$ cat src/ssd_pkg.sv
// Shared types, codes and the word compare function for the string sorter.
package ssd_pkg;

   localparam int NUM_STRINGS_DEF      = 16;
   localparam int WORDS_PER_STRING_DEF = 8;

   // Request command codes
   localparam logic [1:0] CMD_WRITE = 2'd0;
   localparam logic [1:0] CMD_SORT  = 2'd1;
   localparam logic [1:0] CMD_READ  = 2'd2;

   // Write data source select
   localparam logic [1:0] WSRC_ZERO = 2'd0;
   localparam logic [1:0] WSRC_REQ  = 2'd1;
   localparam logic [1:0] WSRC_RD_A = 2'd2;
   localparam logic [1:0] WSRC_RD_B = 2'd3;

   typedef struct packed {
      logic       wr_en;
      logic [1:0] wr_src;
      logic       rd_en;
      logic       rsp_load;
      logic       rsp_use_read;
      logic       rsp_accepted;
   } ctl_cmd_type;

   typedef struct packed {
      logic decided;
      logic less;
   } ctl_sts_type;

   // Compare one word of two strings, first character in the top byte.
   // Decided when a byte differs or the first string ends in this word.
   function automatic ctl_sts_type cmp_word(input logic [63:0] x, input logic [63:0] y);
      ctl_sts_type r;
      logic [7:0]  xb;
      logic [7:0]  yb;
      r.decided = 1'b0;
      r.less    = 1'b0;
      for (int k = 0; k < 8; k++) begin
         xb = x[63-8*k -: 8];
         yb = y[63-8*k -: 8];
         if (!r.decided) begin
            if (xb != yb) begin
               r.decided = 1'b1;
               r.less    = (xb < yb);
            end else if (xb == 8'd0) begin
               r.decided = 1'b1;
            end
         end
      end
      return r;
   endfunction

endpackage

$ cat src/ssd_ctrl.sv
// Controller: clearing pass, command handling and the exchange sort sequencer.
module ssd_ctrl #(
   parameter int NumStrings     = 16,
   parameter int WordsPerString = 8,
   parameter int AW             = 7
) (
   input  logic                 clock,
   input  logic                 reset,
   input  logic                 req_valid,
   output logic                 req_stall,
   input  logic [1:0]           req_command,
   input  logic [3:0]           req_string_slot,
   input  logic [2:0]           req_word_slot,
   output logic                 rsp_valid,
   input  logic                 rsp_stall,
   output ssd_pkg::ctl_cmd_type cmd,
   output logic [AW-1:0]        wr_addr,
   output logic [AW-1:0]        rd_addr_a,
   output logic [AW-1:0]        rd_addr_b,
   input  ssd_pkg::ctl_sts_type sts
);
   import ssd_pkg::*;

   localparam int Depth = NumStrings * WordsPerString;
   localparam int IW    = $clog2(NumStrings);
   localparam int WW    = (WordsPerString > 1) ? $clog2(WordsPerString) : 1;

   localparam logic [3:0] ST_CLEAR   = 4'd0;
   localparam logic [3:0] ST_IDLE    = 4'd1;
   localparam logic [3:0] ST_RD_WAIT = 4'd2;
   localparam logic [3:0] ST_S_READ  = 4'd3;
   localparam logic [3:0] ST_S_CMP   = 4'd4;
   localparam logic [3:0] ST_W_READ  = 4'd5;
   localparam logic [3:0] ST_W_WA    = 4'd6;
   localparam logic [3:0] ST_W_WB    = 4'd7;

   logic [3:0]    state_ff, state_in;
   logic [AW-1:0] clr_ff, clr_in;
   logic [IW-1:0] oi_ff, oi_in;
   logic [IW-1:0] ii_ff, ii_in;
   logic [WW-1:0] w_ff, w_in;
   logic          rsp_valid_ff, rsp_valid_in;

   logic          accept;
   logic          in_range;
   logic [AW-1:0] req_addr;
   logic [AW-1:0] pair_a;
   logic [AW-1:0] pair_b;
   logic          last_word;
   logic          last_inner;
   logic          last_outer;

   assign in_range = (32'(req_string_slot) < NumStrings)
                  && (32'(req_word_slot) < WordsPerString);
   assign req_addr = AW'(req_string_slot) * AW'(WordsPerString) + AW'(req_word_slot);
   assign pair_a   = AW'(oi_ff) * AW'(WordsPerString) + AW'(w_ff);
   assign pair_b   = AW'(ii_ff) * AW'(WordsPerString) + AW'(w_ff);

   assign last_word  = (32'(w_ff) == WordsPerString - 1);
   assign last_inner = (32'(ii_ff) == NumStrings - 1);
   assign last_outer = (32'(oi_ff) == NumStrings - 2);

   assign req_stall = (state_ff != ST_IDLE) || (rsp_valid_ff && rsp_stall);
   assign accept    = req_valid && !req_stall;

   assign rd_addr_a = (state_ff == ST_IDLE) ? req_addr : pair_a;
   assign rd_addr_b = pair_b;

   // next state and datapath commands
   always_comb begin
      state_in = state_ff;
      clr_in   = clr_ff;
      oi_in    = oi_ff;
      ii_in    = ii_ff;
      w_in     = w_ff;
      cmd      = '0;
      wr_addr  = pair_a;

      unique case (state_ff)
         ST_CLEAR: begin
            cmd.wr_en  = 1'b1;
            cmd.wr_src = WSRC_ZERO;
            wr_addr    = clr_ff;
            clr_in     = clr_ff + AW'(1);
            if (32'(clr_ff) == Depth - 1) begin
               state_in = ST_IDLE;
            end
         end
         ST_IDLE: begin
            wr_addr = req_addr;
            if (accept) begin
               unique case (req_command)
                  CMD_WRITE: begin
                     cmd.wr_en        = in_range;
                     cmd.wr_src       = WSRC_REQ;
                     cmd.rsp_load     = 1'b1;
                     cmd.rsp_accepted = in_range;
                  end
                  CMD_SORT: begin
                     oi_in    = '0;
                     ii_in    = IW'(1);
                     w_in     = '0;
                     state_in = ST_S_READ;
                  end
                  CMD_READ: begin
                     if (in_range) begin
                        cmd.rd_en = 1'b1;
                        state_in  = ST_RD_WAIT;
                     end else begin
                        cmd.rsp_load = 1'b1;
                     end
                  end
                  default: begin
                     cmd.rsp_load = 1'b1;
                  end
               endcase
            end
         end
         ST_RD_WAIT: begin
            cmd.rsp_load     = 1'b1;
            cmd.rsp_use_read = 1'b1;
            cmd.rsp_accepted = 1'b1;
            state_in         = ST_IDLE;
         end
         ST_S_READ: begin
            cmd.rd_en = 1'b1;
            state_in  = ST_S_CMP;
         end
         ST_W_READ: begin
            cmd.rd_en = 1'b1;
            state_in  = ST_W_WA;
         end
         ST_W_WA: begin
            cmd.wr_en  = 1'b1;
            cmd.wr_src = WSRC_RD_B;
            wr_addr    = pair_a;
            state_in   = ST_W_WB;
         end
         ST_S_CMP, ST_W_WB: begin
            if (state_ff == ST_W_WB) begin
               cmd.wr_en  = 1'b1;
               cmd.wr_src = WSRC_RD_A;
               wr_addr    = pair_b;
            end
            if (state_ff == ST_S_CMP && sts.decided && sts.less) begin
               // string a orders below b: exchange all words
               w_in     = '0;
               state_in = ST_W_READ;
            end else if (state_ff == ST_S_CMP && !sts.decided && !last_word) begin
               w_in     = w_ff + WW'(1);
               state_in = ST_S_READ;
            end else if (state_ff == ST_W_WB && !last_word) begin
               w_in     = w_ff + WW'(1);
               state_in = ST_W_READ;
            end else begin
               // pair finished: advance to the next pair or finish
               w_in = '0;
               if (!last_inner) begin
                  ii_in    = ii_ff + IW'(1);
                  state_in = ST_S_READ;
               end else if (!last_outer) begin
                  oi_in    = oi_ff + IW'(1);
                  ii_in    = oi_ff + IW'(2);
                  state_in = ST_S_READ;
               end else begin
                  oi_in            = '0;
                  ii_in            = '0;
                  cmd.rsp_load     = 1'b1;
                  cmd.rsp_accepted = 1'b1;
                  state_in         = ST_IDLE;
               end
            end
         end
         default: begin
            state_in = ST_IDLE;
         end
      endcase
   end

   // response valid holds while stalled
   always_comb begin
      rsp_valid_in = rsp_valid_ff && rsp_stall;
      if (cmd.rsp_load) begin
         rsp_valid_in = 1'b1;
      end
   end

   always_ff @(posedge clock) begin
      if (reset) begin
         state_ff     <= ST_CLEAR;
         clr_ff       <= '0;
         oi_ff        <= '0;
         ii_ff        <= '0;
         w_ff         <= '0;
         rsp_valid_ff <= 1'b0;
      end else begin
         state_ff     <= state_in;
         clr_ff       <= clr_in;
         oi_ff        <= oi_in;
         ii_ff        <= ii_in;
         w_ff         <= w_in;
         rsp_valid_ff <= rsp_valid_in;
      end
   end

   assign rsp_valid = rsp_valid_ff;

endmodule

$ cat config.mk
export PLATFORM = sky130hd
export DESIGN_NAME = ssd_ctrl
export DESIGN_NICKNAME = d
export VERILOG_FILES = /design/src/ssd_pkg.sv /design/src/ssd_ctrl.sv
export SDC_FILE = /design/constraint.sdc
export NUM_CORES = 1
export LEC_CHECK = 0
export ABC_AREA = 1
export BUFFER_PORTS_ARGS = -buffer_cell sky130_fd_sc_hd__buf_2
export CORE_MARGIN = 1.5
export CORE_UTILIZATION = 53
export DETAILED_ROUTE_END_ITERATION = 7
export PLACE_DENSITY_LB_ADDON = 0.12
export SYNTH_ARGS = -nofsm -noshare
export SYNTH_HDL_FRONTEND = slang
export SYNTH_SLANG_ARGS = --single-unit
$ cat constraint.sdc
create_clock -name clock -period 2.4 [get_ports clock]
set_clock_uncertainty 0.1 [all_clocks]
set_input_delay 0.72 -clock clock [delete_from_list [all_inputs] [get_ports clock]]
set_output_delay 0.72 -clock clock [all_outputs]
set_load 0.05 [all_outputs]
### Yosys cells after proc, flatten, opt, wreduce, memory -nomap -nowiden

Cells that the tools add are included.

| cells by class | value |
|---|---|
| add/sub/neg operators | 8 |
| multipliers | 0 |
| div/mod/pow operators | 0 |
| $lt $le $gt $ge | 0 |
| eq/ne operators | 22 |
| shift operators | 0 |
| muxes and demuxes | 52 |
| bitwise operators | 0 |
| reduce and logical (&&, ||, !) cells | 21 |

Operator list:

| kind | number |
|---|---|
| $mux 4 | 16 |
| $mux 3 | 10 |
| $pmux 4 s2 | 3 |
| $pmux 4 s6 | 1 |
| $add 7x3->7 | 3 |
| $pmux 7 s3 | 1 |
| $eq 4x3->1 const B | 4 |
| $mux 7 | 2 |
| $ne 2x2->1 const B | 6 |
| $pmux 3 s4 | 1 |
| $mux 1 | 11 |
| $add 4x1->4 const B | 2 |
| $eq 4x2->1 const B | 2 |
| $eq 4x4->1 const B | 2 |
| $add 7x1->7 const B | 1 |
| $eq 7x7->1 const B | 1 |
| $logic_and 1x1->1 | 7 |
| $reduce_and 7->1 | 1 |
| $pmux 1 s3 | 2 |
| $pmux 3 s2 | 1 |
| $reduce_and 3->1 | 2 |
| $reduce_and 6->1 | 1 |
| $reduce_or 2->1 | 3 |
| $mux 5 | 1 |
| other kinds (16) | 19 |

| word-level totals | value |
|---|---|
| register bits after elaboration | 23 |
| bits in latches | 0 |
| memory bits (writable) | 0 |
| bits in read-only memories | 0 |
| input port bits | 15 |
| output and inout port bits | 30 |
| word-level logic and storage cells | 109 |
| memories kept | 0 |

### Depth between registers and ports, before layout

Gate-level depths: netlist (run 1).

| depth | value |
|---|---|
| depth after elaboration | 8 |
| depth in mapped cells | 11 |
| gate-level depth less buffers | 10 |

### Least setup slack after synthesis (run 1)

No wires, ideal clock.

| path | value |
|---|---|
| path kind | register -> output |
| start point | reg state_ff[1] |
| end point | out cmd[0] (netlist name) |
| data arrival time | 2.311 ns |
| data required time | 1.580 ns |
| slack | -0.731 ns |
| stages on the path, launching flop included | 5 |
| buffers on the path | 0 |
| cell sequence | dfxtp_1 > inv_1 > nor3_1 > inv_1 > nand3_1 |

RTL lines:

| item | line | RTL |
|---|---|---|
| from (decl) | ssd_ctrl.sv:37 | `logic [3:0] state_ff, state_in;` |
| from (signal assigned) | ssd_ctrl.sv:197 | `state_ff <= state_in;` |
| to (decl) | ssd_ctrl.sv:16 | `output ssd_pkg::ctl_cmd_type cmd,` |

==> results.md, run 1 <==
- Min setup slack post-route: -0.292 ns
- Final Util: 0.910
- CP Max Fanout: 4
- Area after DPL: 2190 um^2
- Reg-to-reg slack, setup: between 0.2 and 0.3 ns
- WL per Instance: ~21 um
- Netlist cell types: 33
- Static Leak: roughly 0.0014 uW
- YS warnings: 0
- Vias in the first global route: between 2,000 and 2,500
- Total Wirelength: 8470 um
- Worst setup SP type: flop
- Sink Count: 22
- Worst-Skew Late Latency: 0.33 ns
- Routed Antenna Nets: 0
- # port buffers: 44
- Failing checks: setup timing
- Gate Count Post-Synth: 268
- CTS tree: built
- Max Clock Freq: 0.371 GHz
- Drt pass-1 iters: 8
- CTS HTree Levels: 1
- Placer Congestion: between 0.9 and 1
- Arr. time, crit path: between 1.5 and 2 ns
- Cell Pwr Density: approximately 710 nW/um^2
- Layout overhead on the synthesized area: 61.6%
- Max-slew headroom: 0.703
- CTS max path bufs: 2
- Final setup fails: 19
- Via count: 2,606
- Pins Over Slew Limit: 0
- CP Capture Type: output pin
- DR iter-0 viols: 480
- RSZ-0062 raised after global routing: true
- Total GRT Usage: 0.356
- Synth Cell Area: approximately 1700 um^2
- WS Path Type: flop to output pin
- Largest net degree at the start of global routing: 14
- GR Overflow Total: 0
- Final Cell Area: around 2800 um^2
- CTS Buf Count: 3
- Fin crit share: 1.12
- DRC: 0
- Starting Density: 0.563
- Final Hold Fails: 0
- Min Clock Period, post-route: 2.69 ns
- Total Power: ~2000 uW
- Die height: 60.4 um
- Row Count: 20
- Largest cells by area after synthesis: dfxtp_1 25%, nand2_1 13%, inv_1 7.3%, ha_1 7.2%, nand3_1 6.6%
- Run status: finished with violations
- Fillers: 113
- Sequential area share after synthesis: 0.252
- Syn_nets: approximately 290
- CP Data Required Time: 1.58 ns
- Antenna violations before repair: 0
- Vias per cell: roughly 6.5
- Max-cap viol count: 0
- Clock-pin slew on the worst setup and hold paths: 0.16 ns
- First-pass GRT wire length: 9540 um
- Worst hold path type: flop to flop
- Max rail drop VDD: 0.474 mV
- NumNets Final: 381
- CORE AREA: 3100 um^2
- Mean area per synthesized cell: 6.52 um^2
- Die W: 60.4 um
- Setup TNS: -2.35 ns
- Ant diodes: 0
- Top cell type by total area after synthesis: dfxtp_1
- CTS root buf: clkbuf_4
- Hold buffers post-CTS: 0
- I/O pin count: 45
- Tightest Pin Transition: 0.440 ns
- Detailed placement HPWL: between 3000 and 4000 um
- Layout cell share with drive strength beyond 1: 0.456
- Full die area: between 3000 and 4000 um^2
- Place WS: -0.0871 ns
- #FFs+latches synth: 22
- Share of the synthesized area in the top cell type: 0.252
==> synthesized netlist by cell type (all sizes together) <==
| master | count |
|---|---|
| ha | 10 |
| o2111ai | 2 |
| nand4 | 6 |
| clkinv | 1 |
| clkbuf | 2 |
| o21ai | 19 |
| a21oi | 16 |
| xnor2 | 1 |
| nand3 | 25 |
| nand2 | 71 |
| xor2 | 1 |
| nor2 | 32 |
| nor3 | 7 |
| or2 | 1 |
| a21o | 1 |
| dfxtp | 22 |
| o311ai | 1 |
| inv | 40 |
| buf | 4 |
| a31oi | 1 |
| o211ai | 3 |
| o221ai | 2 |
==> routing by layer <==
layer	vias to the layer above	wire, um	GRT usage
met5	-	0	0
met4	0	730	0.190
met3	121	1150	0.0704
met2	289	3710	0.613
met1	1139	2880	0.416
li1	1057	-	-
==> flip-flops by register name (all words and copies together) (netlist names) <==
signal,cells
state_ff,3
w_ff,3
clr_ff,7
rsp_valid,1
ii_ff,4
oi_ff,4
==> cell families after synthesis <==
kind of cell,count (synthesis),share of synthesized area
AOI/OAI and AO/OA,45,0.146
xor gates and xnor gates,2,0.0100
adders and majority gates,10,0.0716
buffers and inverters,47,0.111
DFF,22,0.252
and+or+nand+nor,142,0.409
==> cell usage in the layout (no fill, tap or decap), drive strengths merged, types with 3 or more instances in the layout <==
cell	instances
nor2	32
ha	10
inv	40
nor3	7
dfxtp	22
nand3	25
a21oi	16
o211ai	3
clkbuf	3
nand2	71
buf	89
nand4	6
o21ai	19
==> path summary, 6_finish.rpt <==
kind / start / endpoint / cells past startpoint
worst max-delay path: state_ff[0]$_SDFFE_PP0P_ / cmd[2] / 9
worst min-delay path: clr_ff[4]$_SDFFE_PP0N_ / clr_ff[4]$_SDFFE_PP0N_ / 2
worst max register to register: state_ff[1]$_SDFFE_PP0P_ / state_ff[1]$_SDFFE_PP0P_ / 10
worst min register to register: clr_ff[4]$_SDFFE_PP0N_ / clr_ff[4]$_SDFFE_PP0N_ / 2
==> cell type report <==
cell class / count / area, um^2 / area share
Sequential cell: 22 / 452 / 0.160
Clock buffer: 3 / 22.5 / 0.00798
Tap cell: 44 / 55.1 / 0.0195
Inverter: 41 / 176 / 0.0625
Timing Repair Buffer: 89 / 757 / 0.268
Multi-Input combinational cell: 199 / 1330 / 0.471
Clock inverter: 1 / 30.0 / 0.0106
==> critical path, stage by stage, from the launching register on <==
cell and delay (ns):
dfxtp_2 0.41, nor2_2 0.23, nand2_2 0.12, buf_4 0.17, nand2_4 0.06, nand2_1 0.06, inv_1 0.14, nand2_2 0.12
nand3_2 0.08, buf_6 0.15
==> report_power, final <==
part	total, uW	switching (uW)	leakage (uW)	internal, uW
clock network	313	144	0.0000279	169
registers	462	53.5	0.000182	408
logic	1220	786	0.00119	438
==> repair_timing <==
action,4_1_cts,5_1_grt
pin swaps,14,11
setup buffers,14,7
cloned,1,0
endpoints found under the setup margin,19,19
gates resized for setup,66,44
==> stage by stage <==
step / hold WS [ns] / std cells
after floorplan: 0.376 / 268
after global placement: 0.376 / 373
after detailed placement: 0.379 / 373
after CTS: 0.429 / 392
after global routing: 0.488 / 399
final: 0.472 / 399
(Power assumes the default switching activity.)
==> run 2, diff against run 1 <==
--- a/config.mk
+++ b/config.mk
@@ -10,7 +10,7 @@
 export CORE_MARGIN = 1.5
 export CORE_UTILIZATION = 53
 export DETAILED_ROUTE_END_ITERATION = 7
-export PLACE_DENSITY_LB_ADDON = 0.12
+export PLACE_DENSITY = 0.89
 export SYNTH_ARGS = -nofsm -noshare
 export SYNTH_HDL_FRONTEND = slang
 export SYNTH_SLANG_ARGS = --single-unit
==> run 2 against run 1 <==
- the flow finishes with violations (DRC, setup timing)
- register-to-register slack lost 0.42 ns
- critical path depth is the same
- clock power shrank 27%
- first-iteration DRC count grew 75%
- die area is the same
- sequential share of layout area shrank 0.77 points
- fmax shrank 1.9%
- critical endpoint is now cmd[0]
- largest power group unchanged
- highest routed layer unchanged
==> results.md, run 2 (synthesis results as in run 1) <==
- Run status: finished with violations
- Failing checks: DRC, setup timing
- NumNets Final: 382
- Hold buffers post-CTS: 0
- Layout overhead on the synthesized area: 70.7%
- I/O pin count: 45
- Commonest non-fill, non-tap cell in the layout: nand2_1
- Cells after DPL: 368
- Total Wirelength: about 11,000 um
- Via count: 2,961
- Layout cell share with drive strength beyond 1: 0.466
- Static Leak: 0.00146 uW
- Clock-pin slew on the worst setup and hold paths: roughly 0.16 ns
- Fin crit share: 1.14
- Sink Count: 22
- Routed Antenna Nets: 0
- Drt pass-1 iters: 8
- Final Util: 0.961
- Row Count: 20
- Pins Over Slew Limit: 0
- DR iter-0 viols: 840
- Place WS: -0.0559 ns
- Max-slew headroom: 0.676
- CTS tree: built
- CP Data Required Time: 1.58 ns
- Total GRT Usage: 0.424
- Min Clock Period, post-route: 2.74 ns
- CTS Buf Count: 3
- # port buffers: 44
- Max FFs per register: 7
- Largest regs: clr_ff (7), ii_ff (4), oi_ff (4)
- Min setup slack post-route: -0.344 ns
- Die W: 60.4 um
- CTS HTree Levels: 1
- First-pass GRT wire length: 11,400 um
- Top reg by flops: clr_ff
- Largest net degree at the start of global routing: 13
- Total Power: 2160 uW
- Vias in the first global route: ~2,300
- Vias per cell: roughly 7.4
- Max-cap viol count: 0
- RSZ-0062 raised after global routing: true
- Worst setup SP type: flop
- CTS max path bufs: 2
- GR Overflow Total: 0
- Arr. time, crit path: about 1.9 ns
- Worst-Skew Late Latency: 0.34 ns
- Final setup fails: 21
- Tightest Pin Transition: approximately 0.49 ns
- Starting Density: 0.563
- Cell Pwr Density: roughly 730 nW/um^2
- Most frequent cells in the layout: 47 x nand2_1, 36 x buf_4, 32 x inv_1
- Max rail drop VDD: 0.478 mV
- Max Clock Freq: 0.364 GHz
- WS Path Type: flop to output pin
- Fillers: 72
- CP Capture Type: output pin
- Die height: 60.4 um
- Worst hold path type: flop to flop
- CORE AREA: 3100 um^2
- Detailed placement HPWL: 3670 um
- Full die area: approximately 3600 um^2
- Antenna violations before repair: 0
- Finished Layout Cells: 400
- CTS root buf: clkbuf_4
- Placer Congestion: 0.895
- DRC: 179
- WL per Instance: 28.7 um
- CP Max Fanout: 3
- Ant diodes: 0
- Final Hold Fails: 0
run 2: cell count changes in the layout (fill, tap and decap cells not counted), moves of 3 or more:
cell,previous run,this run
nand2_2,9,3
nand2_8,2,5
nand2_1,50,47
buf_8,3,7
nand2_4,10,16
run 2: repair_timing:
item	in CTS	in global routing
gates resized for setup	68	71
gates cloned	1	1
endpoints found under the setup margin	19	20
setup buffers	19	11
pin swaps	7	12
run 2: final timing paths:
| path | end | cells past startpoint | slack [ns] | from |
|---|---|---|---|---|
| setup / recovery | cmd[0] | 9 | -0.34 | w_ff[1]$_SDFFE_PP0P_ |
| hold / removal | w_ff[2]$_SDFFE_PP0P_ | 2 | 0.49 | w_ff[2]$_SDFFE_PP0P_ |
| setup reg to reg | state_ff[1]$_SDFFE_PP0P_ | 15 | -0.13 | w_ff[1]$_SDFFE_PP0P_ |
| hold reg to reg | w_ff[2]$_SDFFE_PP0P_ | 2 | 0.49 | w_ff[2]$_SDFFE_PP0P_ |
run 2: routing by layer:
| layer | share of wire | vias up | global-route usage |
|---|---|---|---|
| li1 | - | 1057 | - |
| met5 | 0 | - | 0 |
| met2 | 0.39 | 424 | 0.691 |
| met1 | 0.31 | 1264 | 0.517 |
| met4 | 0.13 | 0 | 0.216 |
| met3 | 0.17 | 216 | 0.107 |
run 2: cell type report:
| class | instances | area, um^2 | share of cell area |
|---|---|---|---|
| Multi-Input combinational cell | 199 | 1470 | 0.492 |
| Timing Repair Buffer | 90 | 797 | 0.267 |
| Sequential cell | 22 | 454 | 0.152 |
| Inverter | 41 | 171 | 0.0575 |
| Tap cell | 44 | 55.1 | 0.0185 |
| Clock buffer | 4 | 36.3 | 0.0122 |
run 2: stage by stage:
step / hold WS, ns / area (um^2) / TNS [ns]
finish: 0.489 / 2980 / -4.03
global route: 0.506 / 2980 / -5.04
CTS: 0.448 / 2580 / -0.517
detailed placement: 0.383 / 2150 / -0.186
global placement: 0.374 / 2150 / -0.107
floorplan: 0.376 / 1780 / -2.92
run 2: worst max-delay path, cell delays in order (launching register included):
cell and delay (ns):
dfxtp_2 0.37, ha_4 0.16, ha_4 0.15, inv_4 0.06, nand4_1 0.27, nand2_4 0.19
nor2_4 0.06, nand2_4 0.09, nand3_4 0.07, buf_8 0.16
run 2: power by group:
group / total (uW) / switching, uW / internal [uW]
clock network: 229 / 136 / 92.8
registers: 472 / 62.7 / 409
logic: 1460 / 931 / 530
total: 2160 / 1130 / 1030
==> run 3, diff against run 2 <==
--- a/config.mk
+++ b/config.mk
@@ -7,6 +7,7 @@
 export LEC_CHECK = 0
 export ABC_AREA = 1
 export BUFFER_PORTS_ARGS = -buffer_cell sky130_fd_sc_hd__buf_2
+export CORE_ASPECT_RATIO = 0.8
 export CORE_MARGIN = 1.5
 export CORE_UTILIZATION = 53
 export DETAILED_ROUTE_END_ITERATION = 7
==> run 3 against run 2 <==
- the flow finishes with violations (setup timing)
- hold slack got worse by 0.039 ns
- routed wire length fell by 40%
- setup slack improved by 0.17 ns
- die area barely moved
- cell area fell by 13%
- final cell count fell by 4.8%
- critical path depth did not move
- first-iteration DRC count fell by 67%
==> results.md, run 3 (synthesis results as in run 1) <==
- Run status: finished with violations
- Failing checks: setup timing
- CP Max Fanout: 3
- CTS tree: built
- Max-cap viol count: 0
- Most frequent cells in the layout: 56 x nand2_1, 31 x inv_1, 29 x buf_4
- CTS Buf Count: 3
- CTS max path bufs: 2
- Antenna violations before repair: 0
- Cell Pwr Density: 706 nW/um^2
- FF-to-FF Start: state_ff[2]$_SDFFE_PP0P_
- Top cell family by delay on the critical path: simple AND/OR/NAND/NOR gates
- Static Leak: 0.00132 uW
- WS Path Type: flop to output pin
- Worst hold path type: flop to flop
- Total Wirelength: between 6000 and 7000 um
- Via count: between 2,000 and 2,500
- HP Start: w_ff[2]$_SDFFE_PP0P_
- CP Data Required Time: 1.58 ns
- # port buffers: 44
- Commonest non-fill, non-tap cell in the layout: nand2_1
- Fillers: about 180
- Max FFs per register: 7
- Routed Antenna Nets: 0
- CP max stage delay: 0.34 ns
- Crit-path most repeated cell: ha_4
- Max Clock Freq: roughly 0.39 GHz
- Sink Count: 22
- Arr. time, crit path: 1.76 ns
- WL per Instance: 18.1 um
- Reg-to-reg slack, setup: 0.40 ns
- CP Capture Type: output pin
- Hold_ws: around 0.45 ns
- Die height: between 50 and 60 um
- Worst setup SP type: flop
- Final Hold Fails: 0
- Top reg by flops: clr_ff
- Fin crit share: 1.07
- Final setup fails: 18
- Critical R2R Capture: state_ff[1]$_SDFFE_PP0P_
- NumNets Final: 367
- Row Count: 18
- Slowest cell on the critical path: dfxtp_2
- GR Overflow Total: 0
- Clock-pin slew on the worst setup and hold paths: roughly 0.08 ns
- Tightest Pin Transition: 0.434 ns
- Layout overhead on the synthesized area: 48.2%
- Largest net degree at the start of global routing: 15
- DR iter-0 viols: 279
- Pins Over Slew Limit: 0
- Ant diodes: 0
- Detailed placement HPWL: 3850 um
- First-pass GRT wire length: 8110 um
- Worst r2r path cells: 10
- Drt pass-1 iters: 7
- Largest regs: clr_ff (7), ii_ff (4), oi_ff (4)
- Min setup slack post-route: -0.179 ns
- Worst-Skew Late Latency: 0.27 ns
- Total GRT Usage: 0.300
- Min Clock Period, post-route: 2.58 ns
- Max-slew headroom: 0.708
- CTS root buf: clkbuf_8
- Total Power: between 1500 and 2000 uW
- RSZ-0062 raised after global routing: true
- Die W: 67.2 um
- Hold Crit Depth: 2
- Placer Congestion: 0.879
- FF/Latch Area: 452 um^2
- Crit path buf inv count: 2
- Full die area: around 3700 um^2
- DRC: 0
- Multi-input gate area: 1260 um^2
- CTS HTree Levels: 1
- CORE AREA: just over 3000 um^2
- Vias per cell: slightly above 6
- Starting Density: 0.562
- Max rail drop VDD: 0.454 mV
- Layout cell share with drive strength beyond 1: 0.411
- Vias in the first global route: around 1,900
- I/O pin count: 45
- Hold endpoint: w_ff[2]$_SDFFE_PP0P_
- Crit-path cells: ha_4 -> ha_4 -> inv_4 -> nand4_1 -> nand2_4 -> nor2_2 -> nand2_2 -> nand3_2 -> buf_8
-- run 3: what timing repair did --
item                       in CTS  in global routing
pin swaps                       7                  6
cloned                          0                  1
hold buffers                    0                  0
resized for setup              41                 50
buffers inserted                5                  3
setup endpoints to repair      19                 19
-- run 3: tightest hold or removal path, delay by kind of cell, from the launching register on --
family	cells	cell delay, ns
flops	1	0.37
simple gates	1	0.09
compound gates	1	0.06
-- run 3: area by class of cell --
class,instances,area share
clock buffers,4,0.0213
repair buffers,75,0.232
flip-flops and latches,22,0.174
well taps,40,0.0193
inverters,41,0.0643
multi-input cells,199,0.488
-- run 3: metrics by stage --
stage	setup TNS [ns]	setup slack [ns]	instance area, um^2	util	std cells
final	-0.775	-0.179	2590	0.833	381
after global routing	-1.48	-0.220	2590	0.833	381
after CTS	-0.195	-0.105	2390	0.769	377
after detailed placement	-0.333	-0.113	2180	0.701	368
after global placement	-0.108	-0.0463	2180	0.701	368
after floorplan	-2.92	-0.332	1780	-	268
-- run 3: worst max path at each step --
| stage | cells after the start | startpoint | slack [ns] | endpoint |
|---|---|---|---|---|
| after global placement | 7 | rsp_stall | -0.05 | cmd[6] |
| final | 9 | w_ff[0]$_SDFFE_PP0P_ | -0.18 | cmd[2] |
| after CTS | 9 | w_ff[0]$_SDFFE_PP0P_ | -0.10 | cmd[0] |
| after global routing | 9 | w_ff[0]$_SDFFE_PP0P_ | -0.22 | cmd[2] |
| after floorplan | 5 | state_ff[1]$_SDFFE_PP0P_ | -0.33 | rd_addr_a[0] |
| after detailed placement | 7 | rsp_stall | -0.11 | cmd[6] |
-- run 3: metal layers --
layer / part of all wire / global-route usage / up-vias
li1: - / - / 1026
met1: 0.37 / 0.352 / 1044
met2: 0.45 / 0.545 / 199
met3: 0.10 / 0.0700 / 65
met4: 0.074 / 0.0986 / 0
met5: 0 / 0 / -
-- run 3: power by group --
group          internal (uW)  switching (uW)  leakage (uW)  total (uW)
registers                408            48.1      0.000182         456
clock network            147             129     0.0000288         276
logic                    381             714       0.00111        1100
